## config.mk

```make
export PLATFORM = sky130hd
export DESIGN_NAME = rational_arith_reduce_core_flat
export DESIGN_NICKNAME = d
export VERILOG_FILES = /design/src/design/rar_pkg.sv /design/src/design/rar_if.sv /design/src/design/rational_arith_reduce_core.sv /design/src/flat_wrapper.sv
export SDC_FILE = /design/constraint.sdc
export NUM_CORES = 2
export LEC_CHECK = 0
export BUFFER_PORTS_ARGS = -buffer_cell sky130_fd_sc_hd__buf_2
export CAP_MARGIN = 20
export CORE_MARGIN = 5
export CORE_UTILIZATION = 55
export CTS_CLUSTER_SIZE = 16
export DETAILED_ROUTE_END_ITERATION = 6
export PLACE_DENSITY = 0.72
export SLEW_MARGIN = 10
export SYNTH_ARGS = -nofsm -noshare
export SYNTH_HDL_FRONTEND = slang
export SYNTH_SLANG_ARGS = --single-unit
```

## constraint.sdc

```tcl
create_clock -name clock -period 15.25 [get_ports clock]
set_input_delay 0.7625 -clock clock [delete_from_list [all_inputs] [get_ports clock]]
set_output_delay 0.7625 -clock clock [all_outputs]
set_load 0.03 [all_outputs]
```

## src/design/rar_pkg.sv

```systemverilog
// shared constants and operation codes of the rational arithmetic core
package rar_pkg;

   localparam int DEFAULT_OPERAND_WIDTH = 16;
   localparam int OP_WIDTH = 3;

   localparam logic [OP_WIDTH-1:0] OP_ADD    = 3'd0;
   localparam logic [OP_WIDTH-1:0] OP_SUB    = 3'd1;
   localparam logic [OP_WIDTH-1:0] OP_MUL    = 3'd2;
   localparam logic [OP_WIDTH-1:0] OP_DIV    = 3'd3;
   localparam logic [OP_WIDTH-1:0] OP_REDUCE = 3'd4;
   localparam logic [OP_WIDTH-1:0] OP_NEGATE = 3'd5;
   localparam logic [OP_WIDTH-1:0] OP_RECIP  = 3'd6;

endpackage

```

## src/design/rar_if.sv

```systemverilog
// request and response channel interfaces of the rational arithmetic core
interface rar_req_if #(
   parameter int OPERAND_WIDTH = rar_pkg::DEFAULT_OPERAND_WIDTH
);
   import rar_pkg::*;

   logic                            valid;
   logic                            ready;
   logic [OP_WIDTH-1:0]             op;
   logic signed [OPERAND_WIDTH-1:0] a_num;
   logic signed [OPERAND_WIDTH-1:0] a_den;
   logic signed [OPERAND_WIDTH-1:0] b_num;
   logic signed [OPERAND_WIDTH-1:0] b_den;

   modport source (output valid, op, a_num, a_den, b_num, b_den, input ready);
   modport sink (input valid, op, a_num, a_den, b_num, b_den, output ready);
endinterface

interface rar_rsp_if #(
   parameter int OPERAND_WIDTH = rar_pkg::DEFAULT_OPERAND_WIDTH
);
   logic                              valid;
   logic                              ready;
   logic signed [2*OPERAND_WIDTH:0]   res_num;
   logic [2*OPERAND_WIDTH-2:0]        res_den;
   logic                              zero_den_error;

   modport source (output valid, res_num, res_den, zero_den_error, input ready);
   modport sink (input valid, res_num, res_den, zero_den_error, output ready);
endinterface

```

## src/design/rational_arith_reduce_core.sv

```systemverilog
// top level of the rational arithmetic core with gcd reduction
// One request at a time: a request is taken only while the core is idle, and the next one is
// not taken until the response has been transferred. The cross products are formed on one
// shared W x W multiplier, the sign is normalised, and for add, sub, mul, div and reduce the
// fraction is reduced with a binary gcd on the 2W-bit magnitudes (common powers of two first,
// then shift or compare-subtract steps on one shared subtractor) followed by two restoring
// divisions on the same subtractor. Negate, reciprocal, a zero numerator and error cases skip
// the reduction. The response holds until it is transferred.
module rational_arith_reduce_core #(
   parameter int OPERAND_WIDTH = rar_pkg::DEFAULT_OPERAND_WIDTH
) (
   input logic        clock,
   input logic        reset,
   rar_req_if.sink    req_ch,
   rar_rsp_if.source  rsp_ch
);
   import rar_pkg::*;

   localparam int W      = OPERAND_WIDTH;
   localparam int NUM_W  = 2 * W + 1;
   localparam int DEN_W  = 2 * W - 1;
   localparam int MAG_W  = 2 * W;
   localparam int PROD_W = 2 * W;
   localparam int SUB_W  = MAG_W + 2;
   localparam int CNT_W  = $clog2(MAG_W);

   typedef enum logic [3:0] {
      ST_IDLE, ST_MUL_N, ST_MUL_D, ST_MUL_X, ST_ACC, ST_SIGN, ST_LOAD,
      ST_TWOS, ST_GCD, ST_DIV_N, ST_DIV_D, ST_RESP
   } state_type;

   state_type                state_ff, state_in;
   logic [OP_WIDTH-1:0]      op_ff, op_in;
   logic signed [W-1:0]      a_num_ff, a_num_in, a_den_ff, a_den_in;
   logic signed [W-1:0]      b_num_ff, b_num_in, b_den_ff, b_den_in;
   logic signed [PROD_W-1:0] prod_ff, prod_in;
   logic signed [NUM_W-1:0]  n_ff, n_in;
   logic signed [PROD_W-1:0] d_ff, d_in;
   logic                     neg_ff, neg_in;
   logic [MAG_W-1:0]         u_ff, u_in, v_ff, v_in, x_ff, x_in, y_ff, y_in;
   logic [CNT_W-1:0]         cnt_ff, cnt_in;
   logic signed [NUM_W-1:0]  res_num_ff, res_num_in;
   logic [DEN_W-1:0]         res_den_ff, res_den_in;
   logic                     err_ff, err_in;

   // shared multiplier and subtractor
   logic signed [W-1:0]      mul_a, mul_b;
   logic signed [PROD_W-1:0] mul_p;
   logic [SUB_W-1:0]         sub_a, sub_b, diff;
   logic                     borrow;
   logic [MAG_W-1:0]         div_src, quo_next, rem_next;
   logic                     div_bit;

   logic                     in_err, is_bin, reduce, is_addsub;
   logic signed [NUM_W-1:0]  n_norm, n_abs;
   logic signed [PROD_W-1:0] d_norm;

   assign mul_p = mul_a * mul_b;

   assign div_src  = (state_ff == ST_DIV_D) ? y_ff : x_ff;
   assign div_bit  = div_src[MAG_W-1];
   assign sub_a    = (state_ff == ST_GCD) ? {2'b00, u_ff} : {1'b0, u_ff, div_bit};
   assign sub_b    = {2'b00, v_ff};
   assign diff     = sub_a - sub_b;
   assign borrow   = diff[SUB_W-1];
   assign quo_next = {div_src[MAG_W-2:0], ~borrow};
   assign rem_next = borrow ? {u_ff[MAG_W-2:0], div_bit} : diff[MAG_W-1:0];

   assign is_bin    = (req_ch.op <= OP_DIV);
   assign in_err    = (req_ch.a_den == '0) || (is_bin && (req_ch.b_den == '0)) ||
                      ((req_ch.op == OP_DIV) && (req_ch.b_num == '0)) ||
                      ((req_ch.op == OP_RECIP) && (req_ch.a_num == '0));
   assign reduce    = !((op_ff == OP_NEGATE) || (op_ff == OP_RECIP));
   assign is_addsub = (op_ff == OP_ADD) || (op_ff == OP_SUB);
   assign n_norm    = d_ff[PROD_W-1] ? -n_ff : n_ff;
   assign d_norm    = d_ff[PROD_W-1] ? -d_ff : d_ff;
   assign n_abs     = n_ff[NUM_W-1] ? -n_ff : n_ff;

   always_comb begin
      state_in   = state_ff;
      op_in      = op_ff;
      a_num_in   = a_num_ff;
      a_den_in   = a_den_ff;
      b_num_in   = b_num_ff;
      b_den_in   = b_den_ff;
      prod_in    = prod_ff;
      n_in       = n_ff;
      d_in       = d_ff;
      neg_in     = neg_ff;
      u_in       = u_ff;
      v_in       = v_ff;
      x_in       = x_ff;
      y_in       = y_ff;
      cnt_in     = cnt_ff;
      res_num_in = res_num_ff;
      res_den_in = res_den_ff;
      err_in     = err_ff;
      mul_a      = a_den_ff;
      mul_b      = b_num_ff;
      unique case (state_ff)
         ST_IDLE: begin
            if (req_ch.valid) begin
               op_in    = req_ch.op;
               a_num_in = req_ch.a_num;
               a_den_in = req_ch.a_den;
               b_num_in = req_ch.b_num;
               b_den_in = req_ch.b_den;
               if (in_err) begin
                  res_num_in = '0;
                  res_den_in = '0;
                  err_in     = 1'b1;
                  state_in   = ST_RESP;
               end else begin
                  err_in = 1'b0;
                  if (is_bin) begin
                     state_in = ST_MUL_N;
                  end else begin
                     state_in = ST_SIGN;
                     if (req_ch.op == OP_NEGATE) begin
                        n_in = -NUM_W'(req_ch.a_num);
                        d_in = PROD_W'(req_ch.a_den);
                     end else if (req_ch.op == OP_RECIP) begin
                        n_in = NUM_W'(req_ch.a_den);
                        d_in = PROD_W'(req_ch.a_num);
                     end else begin
                        n_in = NUM_W'(req_ch.a_num);
                        d_in = PROD_W'(req_ch.a_den);
                     end
                  end
               end
            end
         end
         ST_MUL_N: begin
            mul_a    = a_num_ff;
            mul_b    = (op_ff == OP_MUL) ? b_num_ff : b_den_ff;
            prod_in  = mul_p;
            state_in = ST_MUL_D;
         end
         ST_MUL_D: begin
            n_in     = NUM_W'(prod_ff);
            mul_a    = a_den_ff;
            mul_b    = (op_ff == OP_DIV) ? b_num_ff : b_den_ff;
            prod_in  = mul_p;
            state_in = ST_MUL_X;
         end
         ST_MUL_X: begin
            d_in     = prod_ff;
            mul_a    = a_den_ff;
            mul_b    = b_num_ff;
            prod_in  = mul_p;
            state_in = is_addsub ? ST_ACC : ST_SIGN;
         end
         ST_ACC: begin
            n_in     = (op_ff == OP_SUB) ? n_ff - NUM_W'(prod_ff) : n_ff + NUM_W'(prod_ff);
            state_in = ST_SIGN;
         end
         ST_SIGN: begin
            n_in = n_norm;
            d_in = d_norm;
            if (reduce) begin
               state_in = ST_LOAD;
            end else begin
               res_num_in = n_norm;
               res_den_in = d_norm[DEN_W-1:0];
               state_in   = ST_RESP;
            end
         end
         ST_LOAD: begin
            if (n_ff == '0) begin
               res_num_in = '0;
               res_den_in = DEN_W'(1);
               state_in   = ST_RESP;
            end else begin
               neg_in   = n_ff[NUM_W-1];
               u_in     = n_abs[MAG_W-1:0];
               x_in     = n_abs[MAG_W-1:0];
               v_in     = d_ff[MAG_W-1:0];
               y_in     = d_ff[MAG_W-1:0];
               state_in = ST_TWOS;
            end
         end
         ST_TWOS: begin
            // strip common powers of two from the gcd and both operands together
            if (!u_ff[0] && !v_ff[0]) begin
               u_in = u_ff >> 1;
               v_in = v_ff >> 1;
               x_in = x_ff >> 1;
               y_in = y_ff >> 1;
            end else begin
               state_in = ST_GCD;
            end
         end
         ST_GCD: begin
            priority if (diff == '0) begin
               // odd gcd sits in v and divides the shifted operands
               u_in     = '0;
               cnt_in   = '0;
               state_in = ST_DIV_N;
            end else if (!u_ff[0]) begin
               u_in = u_ff >> 1;
            end else if (!v_ff[0]) begin
               v_in = v_ff >> 1;
            end else if (borrow) begin
               u_in = v_ff;
               v_in = u_ff;
            end else begin
               u_in = diff[MAG_W-1:0];
            end
         end
         ST_DIV_N: begin
            x_in   = quo_next;
            u_in   = rem_next;
            cnt_in = cnt_ff + 1'b1;
            if (cnt_ff == CNT_W'(MAG_W - 1)) begin
               u_in     = '0;
               cnt_in   = '0;
               state_in = ST_DIV_D;
            end
         end
         ST_DIV_D: begin
            y_in   = quo_next;
            u_in   = rem_next;
            cnt_in = cnt_ff + 1'b1;
            if (cnt_ff == CNT_W'(MAG_W - 1)) begin
               res_num_in = neg_ff ? -$signed({1'b0, x_ff}) : $signed({1'b0, x_ff});
               res_den_in = quo_next[DEN_W-1:0];
               state_in   = ST_RESP;
            end
         end
         ST_RESP: begin
            if (rsp_ch.ready) begin
               state_in = ST_IDLE;
            end
         end
         default: begin
            state_in = ST_IDLE;
         end
      endcase
   end

   always_ff @(posedge clock) begin
      if (reset) begin
         state_ff <= ST_IDLE;
      end else begin
         state_ff <= state_in;
      end
      op_ff      <= op_in;
      a_num_ff   <= a_num_in;
      a_den_ff   <= a_den_in;
      b_num_ff   <= b_num_in;
      b_den_ff   <= b_den_in;
      prod_ff    <= prod_in;
      n_ff       <= n_in;
      d_ff       <= d_in;
      neg_ff     <= neg_in;
      u_ff       <= u_in;
      v_ff       <= v_in;
      x_ff       <= x_in;
      y_ff       <= y_in;
      cnt_ff     <= cnt_in;
      res_num_ff <= res_num_in;
      res_den_ff <= res_den_in;
      err_ff     <= err_in;
   end

   assign req_ch.ready          = (state_ff == ST_IDLE);
   assign rsp_ch.valid          = (state_ff == ST_RESP);
   assign rsp_ch.res_num        = res_num_ff;
   assign rsp_ch.res_den        = res_den_ff;
   assign rsp_ch.zero_den_error = err_ff;

endmodule

```

## src/flat_wrapper.sv

```systemverilog
// flat-port wrapper written by rule: the top's interface ports become plain ports
module rational_arith_reduce_core_flat import rar_pkg::*;
#(
   parameter int OPERAND_WIDTH = rar_pkg::DEFAULT_OPERAND_WIDTH
)
  (clock, reset, req_ch_valid, req_ch_op, req_ch_a_num, req_ch_a_den, req_ch_b_num, req_ch_b_den, req_ch_ready, rsp_ch_valid, rsp_ch_res_num, rsp_ch_res_den, rsp_ch_zero_den_error, rsp_ch_ready);
  rar_req_if #(.OPERAND_WIDTH(OPERAND_WIDTH)) req_ch_i ();
  rar_rsp_if #(.OPERAND_WIDTH(OPERAND_WIDTH)) rsp_ch_i ();
  input logic clock;
  input logic reset;
  input wire logic [$bits(req_ch_i.valid)-1:0] req_ch_valid;
  input wire logic [$bits(req_ch_i.op)-1:0] req_ch_op;
  input wire logic [$bits(req_ch_i.a_num)-1:0] req_ch_a_num;
  input wire logic [$bits(req_ch_i.a_den)-1:0] req_ch_a_den;
  input wire logic [$bits(req_ch_i.b_num)-1:0] req_ch_b_num;
  input wire logic [$bits(req_ch_i.b_den)-1:0] req_ch_b_den;
  output wire logic [$bits(req_ch_i.ready)-1:0] req_ch_ready;
  output wire logic [$bits(rsp_ch_i.valid)-1:0] rsp_ch_valid;
  output wire logic [$bits(rsp_ch_i.res_num)-1:0] rsp_ch_res_num;
  output wire logic [$bits(rsp_ch_i.res_den)-1:0] rsp_ch_res_den;
  output wire logic [$bits(rsp_ch_i.zero_den_error)-1:0] rsp_ch_zero_den_error;
  input wire logic [$bits(rsp_ch_i.ready)-1:0] rsp_ch_ready;
  assign req_ch_i.valid = req_ch_valid;
  assign req_ch_i.op = req_ch_op;
  assign req_ch_i.a_num = req_ch_a_num;
  assign req_ch_i.a_den = req_ch_a_den;
  assign req_ch_i.b_num = req_ch_b_num;
  assign req_ch_i.b_den = req_ch_b_den;
  assign req_ch_ready = req_ch_i.ready;
  assign rsp_ch_valid = rsp_ch_i.valid;
  assign rsp_ch_res_num = rsp_ch_i.res_num;
  assign rsp_ch_res_den = rsp_ch_i.res_den;
  assign rsp_ch_zero_den_error = rsp_ch_i.zero_den_error;
  assign rsp_ch_i.ready = rsp_ch_ready;
  rational_arith_reduce_core #(.OPERAND_WIDTH(OPERAND_WIDTH)) u_core (.clock(clock), .reset(reset), .req_ch(req_ch_i), .rsp_ch(rsp_ch_i));
endmodule
```

; ---- Yosys cells after proc, flatten, opt, wreduce, memory -nomap -nowiden
; Cells that the tools add are included.
[op_classes]
addsub = 8
n_mul = 1
magnitude_cmp = 1
eq_ne = 37
muxes = 71
n_bitwise = 2
n_reduce_logical = 41
[ops]
columns = op, count
row1 = $mux W32, 24
row2 = $mux W33, 14
row3 = $pmux W32 S3, 4
row4 = $pmux W33 S4, 2
row5 = $pmux W32 S5, 1
row6 = $mux W31, 5
row7 = $pmux W31 S4, 1
row8 = $logic_not A16 Y1, 4
row9 = $mux W16, 3
row10 = $pmux W4 S12, 1
row11 = $mux W4, 9
row12 = $logic_not A34 Y1, 1
row13 = $sub A34 B32 Y34, 1
row14 = $add A33 B32 Y33, 1
row15 = $logic_not A33 Y1, 1
row16 = $neg A16 Y33, 1
row17 = $neg A32 Y33, 1
row18 = $neg A33 Y33, 1
row19 = $sub A33 B32 Y33, 1
row20 = $mul A16 B16 Y32, 1
row21 = $neg A32 Y32, 1
row22 = $pmux W16 S2, 1
row23 = $reduce_and A6 Y1, 3
row24 = $eq A4 B3 Y1 const B, 4
row25 = 31 further kinds, 75
[word_totals]
regBits = 367
input_bits = 71
out_inout_bits = 67
word_cells = 181

; ---- Logic depth before layout (Yosys ltp)
[depth]
ltp_word = 9
depth_mapped = 35
mapped_depth_nobuf = 31

; ---- Least setup slack after synthesis
; Ideal clock, no wire load.
[synth_timing]
kind = register to register
start = register u_core.n_ff[1]
end = register u_core.res_den_ff[0], in the netlist u_core.rsp_ch.res_den[0], enable pin
setup_time_ps = 829
arrival_ps = 12925
required_time_ps = 14421
setup_slack_ps = 1496
stages_incl_launch_ff = 14
n_path_buf = 0
period_less_slack_ps = 13754
path_cell_list = edfxtp_1 > inv_1 > ha_1 > nor3b_1 > nand4_1 > or2_1 > nor2_1 > nand2_1 > or3_1 > or4_1 > nor3_1 > ha_1 > nor4_1 > a2111oi_0
[synth_between]
elab_chain_len = 3
[synth_rtl]
columns = item, line
row1 = start: declaration, rational_arith_reduce_core.sv:37  ; logic signed [NUM_W-1:0] n_ff, n_in;
row2 = start signal: assignment, rational_arith_reduce_core.sv:253  ; n_ff <= n_in;
row3 = $logic_not A33 Y1, rational_arith_reduce_core.sv:169  ; if (n_ff == '0) begin
row4 = $ne A2 B1 Y1 (no source line), n/a
row5 = $reduce_and A6 Y1 (no source line), n/a
row6 = end signal: assignment, rational_arith_reduce_core.sv:262  ; res_den_ff <= res_den_in;
row7 = end: declaration, rational_arith_reduce_core.sv:43  ; logic [DEN_W-1:0] res_den_ff, res_den_in;
; No other way between the ends.
; A chain may end at the register's enable or synchronous reset.

; ---- Final worst setup path
[layout_timing]
start = register u_core.state_ff[0]
end = register u_core.prod_ff[31], data pin
[layout_between]
elab_chain_len = 3
elab_cells_between_ends = 5
classes_between = mul: 1 / eq/ne: 2 / mux: 2
[layout_rtl]
columns = item, line
row1 = start: declaration, rational_arith_reduce_core.sv:32  ; state_type state_ff, state_in;
row2 = start signal: assignment, rational_arith_reduce_core.sv:245  ; state_ff <= state_in;
row3 = $eq A4 B2 Y1 or $eq A4 B1 Y1 (tied branches), rational_arith_reduce_core.sv:100  ; unique case (state_ff)
row4 = $pmux W16 S2 or $mux W16 (tied branches), rational_arith_reduce_core.sv:100
row5 = $mul A16 B16 Y32 (*), rational_arith_reduce_core.sv:58  ; assign mul_p = mul_a * mul_b;
row6 = via u_core.mul_p[31], rational_arith_reduce_core.sv:48  ; logic signed [PROD_W-1:0] mul_p;
row7 = end signal: assignment, rational_arith_reduce_core.sv:252  ; prod_ff <= prod_in;
row8 = end: declaration, rational_arith_reduce_core.sv:36  ; logic signed [PROD_W-1:0] prod_ff, prod_in;
; The timed path passes the listed nets; every way through them passes the cells marked *.

==> run_results.csv <==
group,metric,value,unit
route,routed.top_layer,"met4",
hold_path,holdPathStages,1,
cts,root_buffer,"clkbuf_16",
yosys,synth.cell_area,34500,µm²
route,dr.pass1.iters,7,
route,drt-vias-per-instance,6.24,
yosys,synthFlopType,"edfxtp_1",
finish,drive_gt1_share,9.09,%
global_route,track_usage,32.0,%
route,ant_nets,0,
yosys,synth_cell_types,88,
sta,fin_crit_sh,63.5,%
finish,num_antenna_cells,0,
sta,worst_slew_pin_slew,1.17,ns
critical_path,worstSetupEndpointType,"register",
sta,tns,0,ns
critical_path,worst_ep_arrival_time,9.99,ns
sta,slew_violations,0,
sta,finClkSkew,0.0261,ns
route,dr.first_iter.drc_count,3707,
route,met1Wirelength,43000,µm
yosys,synthAdderAreaFrac,21.0,%
critical_path,r2r_end,"u_core.prod_ff[31]",
finish,nFillCells,5460,
cts,cts_sinks,367,
die,fp.dieW,260,µm
run_status,status,"finished, violations left",
yosys,yosysSeqAreaShare,31.8,%
placed_design,place_congestion,0.980,
critical_path,path_class,"reg2reg",
critical_path,cp-start-kind,"register",
finish,seqCellArea,11000,µm²
cts,cts_buffers,42,
job,drv_cap,0,
die,die_area,67800,µm²
global_route,grt_pass1_vias,27780,
cts,clk_pin_slew,0.06,ns
cts,htreeDepth,2,
critical_path,crit_path_frequent_cell,"fa_1",
cts,cts_max_path_buffers,3,
die,placementRows,91,
critical_path,crit_path_max_incr_delay,0.78,ns
die,io_pins,138,
critical_path,worstPathMaxFanout,47,
yosys,synth-warning-count,0,
cts,insertion_delay,0.59,ns
die,dieHeight,260,µm
yosys,synth_xor_area_share,5.97,%
finish,multiInputGateArea,21400,µm²
yosys,synthSimpleGateAreaFrac,15.1,%
die,core-area,61900,µm²
yosys,ys_seq_elements,367,
critical_path,reg2regPathDepth,30,
critical_path,rrSetupSlack,5.56,ns
critical_path,cp_slowest_cell,"o21ai_1",
sta,hold_violations,0,
global_route,gr-total-overflow,0,
sta,relSlewSlack,19.4,%
route,met3WireLength,11700,µm
finish,fin_nets,4299,
sta,holdWs,0.368,ns
cts,cts_resized,0,
yosys,muxShareOfSynthArea,1.69,%
hold_path,hold_end,"u_core.b_den_ff[5]",
yosys,synth_top_family_by_area,"adder cells",
hold_path,hp-class,"in2reg",
critical_path,cp_data_required_time,15.55,ns
sta,fmax,0.103,GHz
yosys,async_reset_ff_share,0,%
hold_path,hold_path.startpoint,"req_ch_b_den[5]",
route,routed-via-count,29192,
yosys,syn_area_per_cell,9.22,µm²
finish,syn_to_final_growth,8.85,%
yosys,synth-edff-count,363,
placed_design,dp_hpwl,83300,µm
sta,setup-violations-final,0,
cts,cts_tree,"yes",
critical_path,rr_startpoint,"u_core.state_ff[0]",
yosys,synth_nets,4229,
sta,grt_setup_unrepaired,"false",
placed_design,port_buffers,137,
sta,layout_min_cycle_time,9.69,ns
global_route,grt_pass1_wl,167000,µm
route,wl_per_cell,23.4,µm
yosys,synth_compound_area_share,17.9,%
route,met2_wirelength,48400,µm
global_route,grt_max_degree,68,
die,start_util,55.7,%
cts,holdBufCountCts,0,
global_route,antenna_found_initial,0,
route,drcViolationCount,14,
route,drt_wl_total,109000,µm
cts,post-cts-setup-buffers,0,
yosys,synth_cells,3738,
run_status,violations,"DRC",
-- kinds of logic after synthesis --
family,count (synthesis)
adders and majority gates,420
xor gates and xnor gates,235
DFF,367
muxes,56
AOI/OAI and AO/OA,903
buffers and inverters,588
and+or+nand+nor,1169
-- placed cells by master (no fill, tap or decap), types with 15 or more instances in the layout --
cell type	n
nand2_1	535
inv_1	410
edfxtp_1	363
nor2_1	310
fa_1	264
o21ai_0	192
a21oi_1	188
ha_1	156
buf_2	137
xor2_1	127
xnor2_1	108
a21o_1	76
buf_4	64
a22oi_1	54
clkbuf_16	43
nor3_1	41
nand2b_1	40
mux2i_1	37
nand3_1	33
o31ai_1	33
a222oi_1	32
o21a_1	31
or3_1	30
a211o_1	30
a22o_1	26
nor4_1	24
o211ai_1	23
and2_1	22
nor2b_1	21
o22ai_1	20
a31oi_1	19
a211oi_1	19
and3_1	16
nand4_1	16
or4_1	16
or2_2	15
-- layout make-up --
cell class                 count  area share, %
clock buffer                  53           2.97
clock inverter                23          0.743
inverter                     410           4.10
multi-input combinational   2783           56.9
sequential                   367           29.3
tap                          837           2.79
timing repair buffer         204           3.21
-- critical path, delay by kind of cell (launching register included) --
kind,cells,cell delay [ns]
XOR/XNOR,1,0.13
AND/OR/NAND/NOR,8,2.24
AO/OA/AOI/OAI,6,1.98
flip-flops,1,0.31
buffers and inverters,8,1.41
adder cells (fa/ha/maj),7,3.32
-- layer usage --
layer / track usage (%) / up-vias
met2: 49.4 / 1621
met1: 43.9 / 14110
met3: 6.13 / 265
met4: 14.9 / 0
met5: 0 / -
li1: - / 13196
-- state kept, by name (all words and copies together) (netlist names) --
register	count
u_core.n_ff	33
u_core.rsp_ch.res_num	33
u_core.d_ff	32
u_core.prod_ff	32
u_core.u_ff	32
u_core.v_ff	32
u_core.x_ff	32
u_core.y_ff	32
u_core.rsp_ch.res_den	31
u_core.a_den_ff	16
u_core.a_num_ff	16
u_core.b_den_ff	16
u_core.b_num_ff	16
u_core.cnt_ff	5
u_core.state_ff	4
u_core.op_ff	3
u_core.neg_ff	1
u_core.rsp_ch.zero_den_error	1
-- Yosys cell counts (12+ instances only) --
master / n / area, µm²
a211o_1: 30 / 263
a211oi_1: 19 / 143
a21boi_0: 14 / 105
a21o_1: 76 / 571
a21oi_1: 190 / 951
a222oi_1: 32 / 320
a22o_1: 26 / 228
a22oi_1: 54 / 405
a31oi_1: 19 / 119
and2_1: 23 / 144
and3_1: 16 / 100
buf_1: 15 / 56.3
clkbuf_1: 154 / 578
edfxtp_1: 363 / 10900
fa_1: 264 / 5290
ha_1: 156 / 1950
inv_1: 410 / 1540
mux2_2: 13 / 146
mux2i_1: 37 / 370
nand2_1: 536 / 2010
nand2b_1: 40 / 250
nand3_1: 33 / 165
nand4_1: 16 / 100
nor2_1: 318 / 1190
nor2b_1: 21 / 131
nor3_1: 46 / 230
nor4_1: 24 / 150
o2111ai_1: 12 / 105
o211ai_1: 23 / 173
o21a_1: 31 / 233
o21ai_0: 197 / 986
o22ai_1: 20 / 125
o31ai_1: 33 / 248
o41ai_1: 12 / 105
or2_2: 15 / 93.8
or3_1: 30 / 188
or4_1: 16 / 120
xnor2_1: 108 / 946
xor2_1: 127 / 1110
-- stage by stage --
stage               util (%)  std cells  area, µm²  worst slack, ns
finish                  60.6       4677      37500             5.56
global route            60.6       4677      37500             5.04
CTS                     60.5       4674      37500             5.39
detailed placement      58.3       4598      36100             5.44
global placement        58.3       4598      36100             5.63
floorplan                  -       3738      34500             1.50
-- worst max path at each step --
stage	from	to	cells after the start
finish	u_core.state_ff[0]	u_core.prod_ff[31]	30
global placement	u_core.state_ff[0]	u_core.prod_ff[31]	29
floorplan	u_core.n_ff[1]	u_core.rsp_ch.res_den[0]	13
detailed placement	u_core.state_ff[0]	u_core.prod_ff[31]	29
global route	u_core.state_ff[0]	u_core.prod_ff[31]	30
CTS	u_core.state_ff[0]	u_core.prod_ff[30]	27
Power is left out: the tool's default activity adds up to more than one toggle a clock period on the data nets, which glitch-free logic cannot reach.
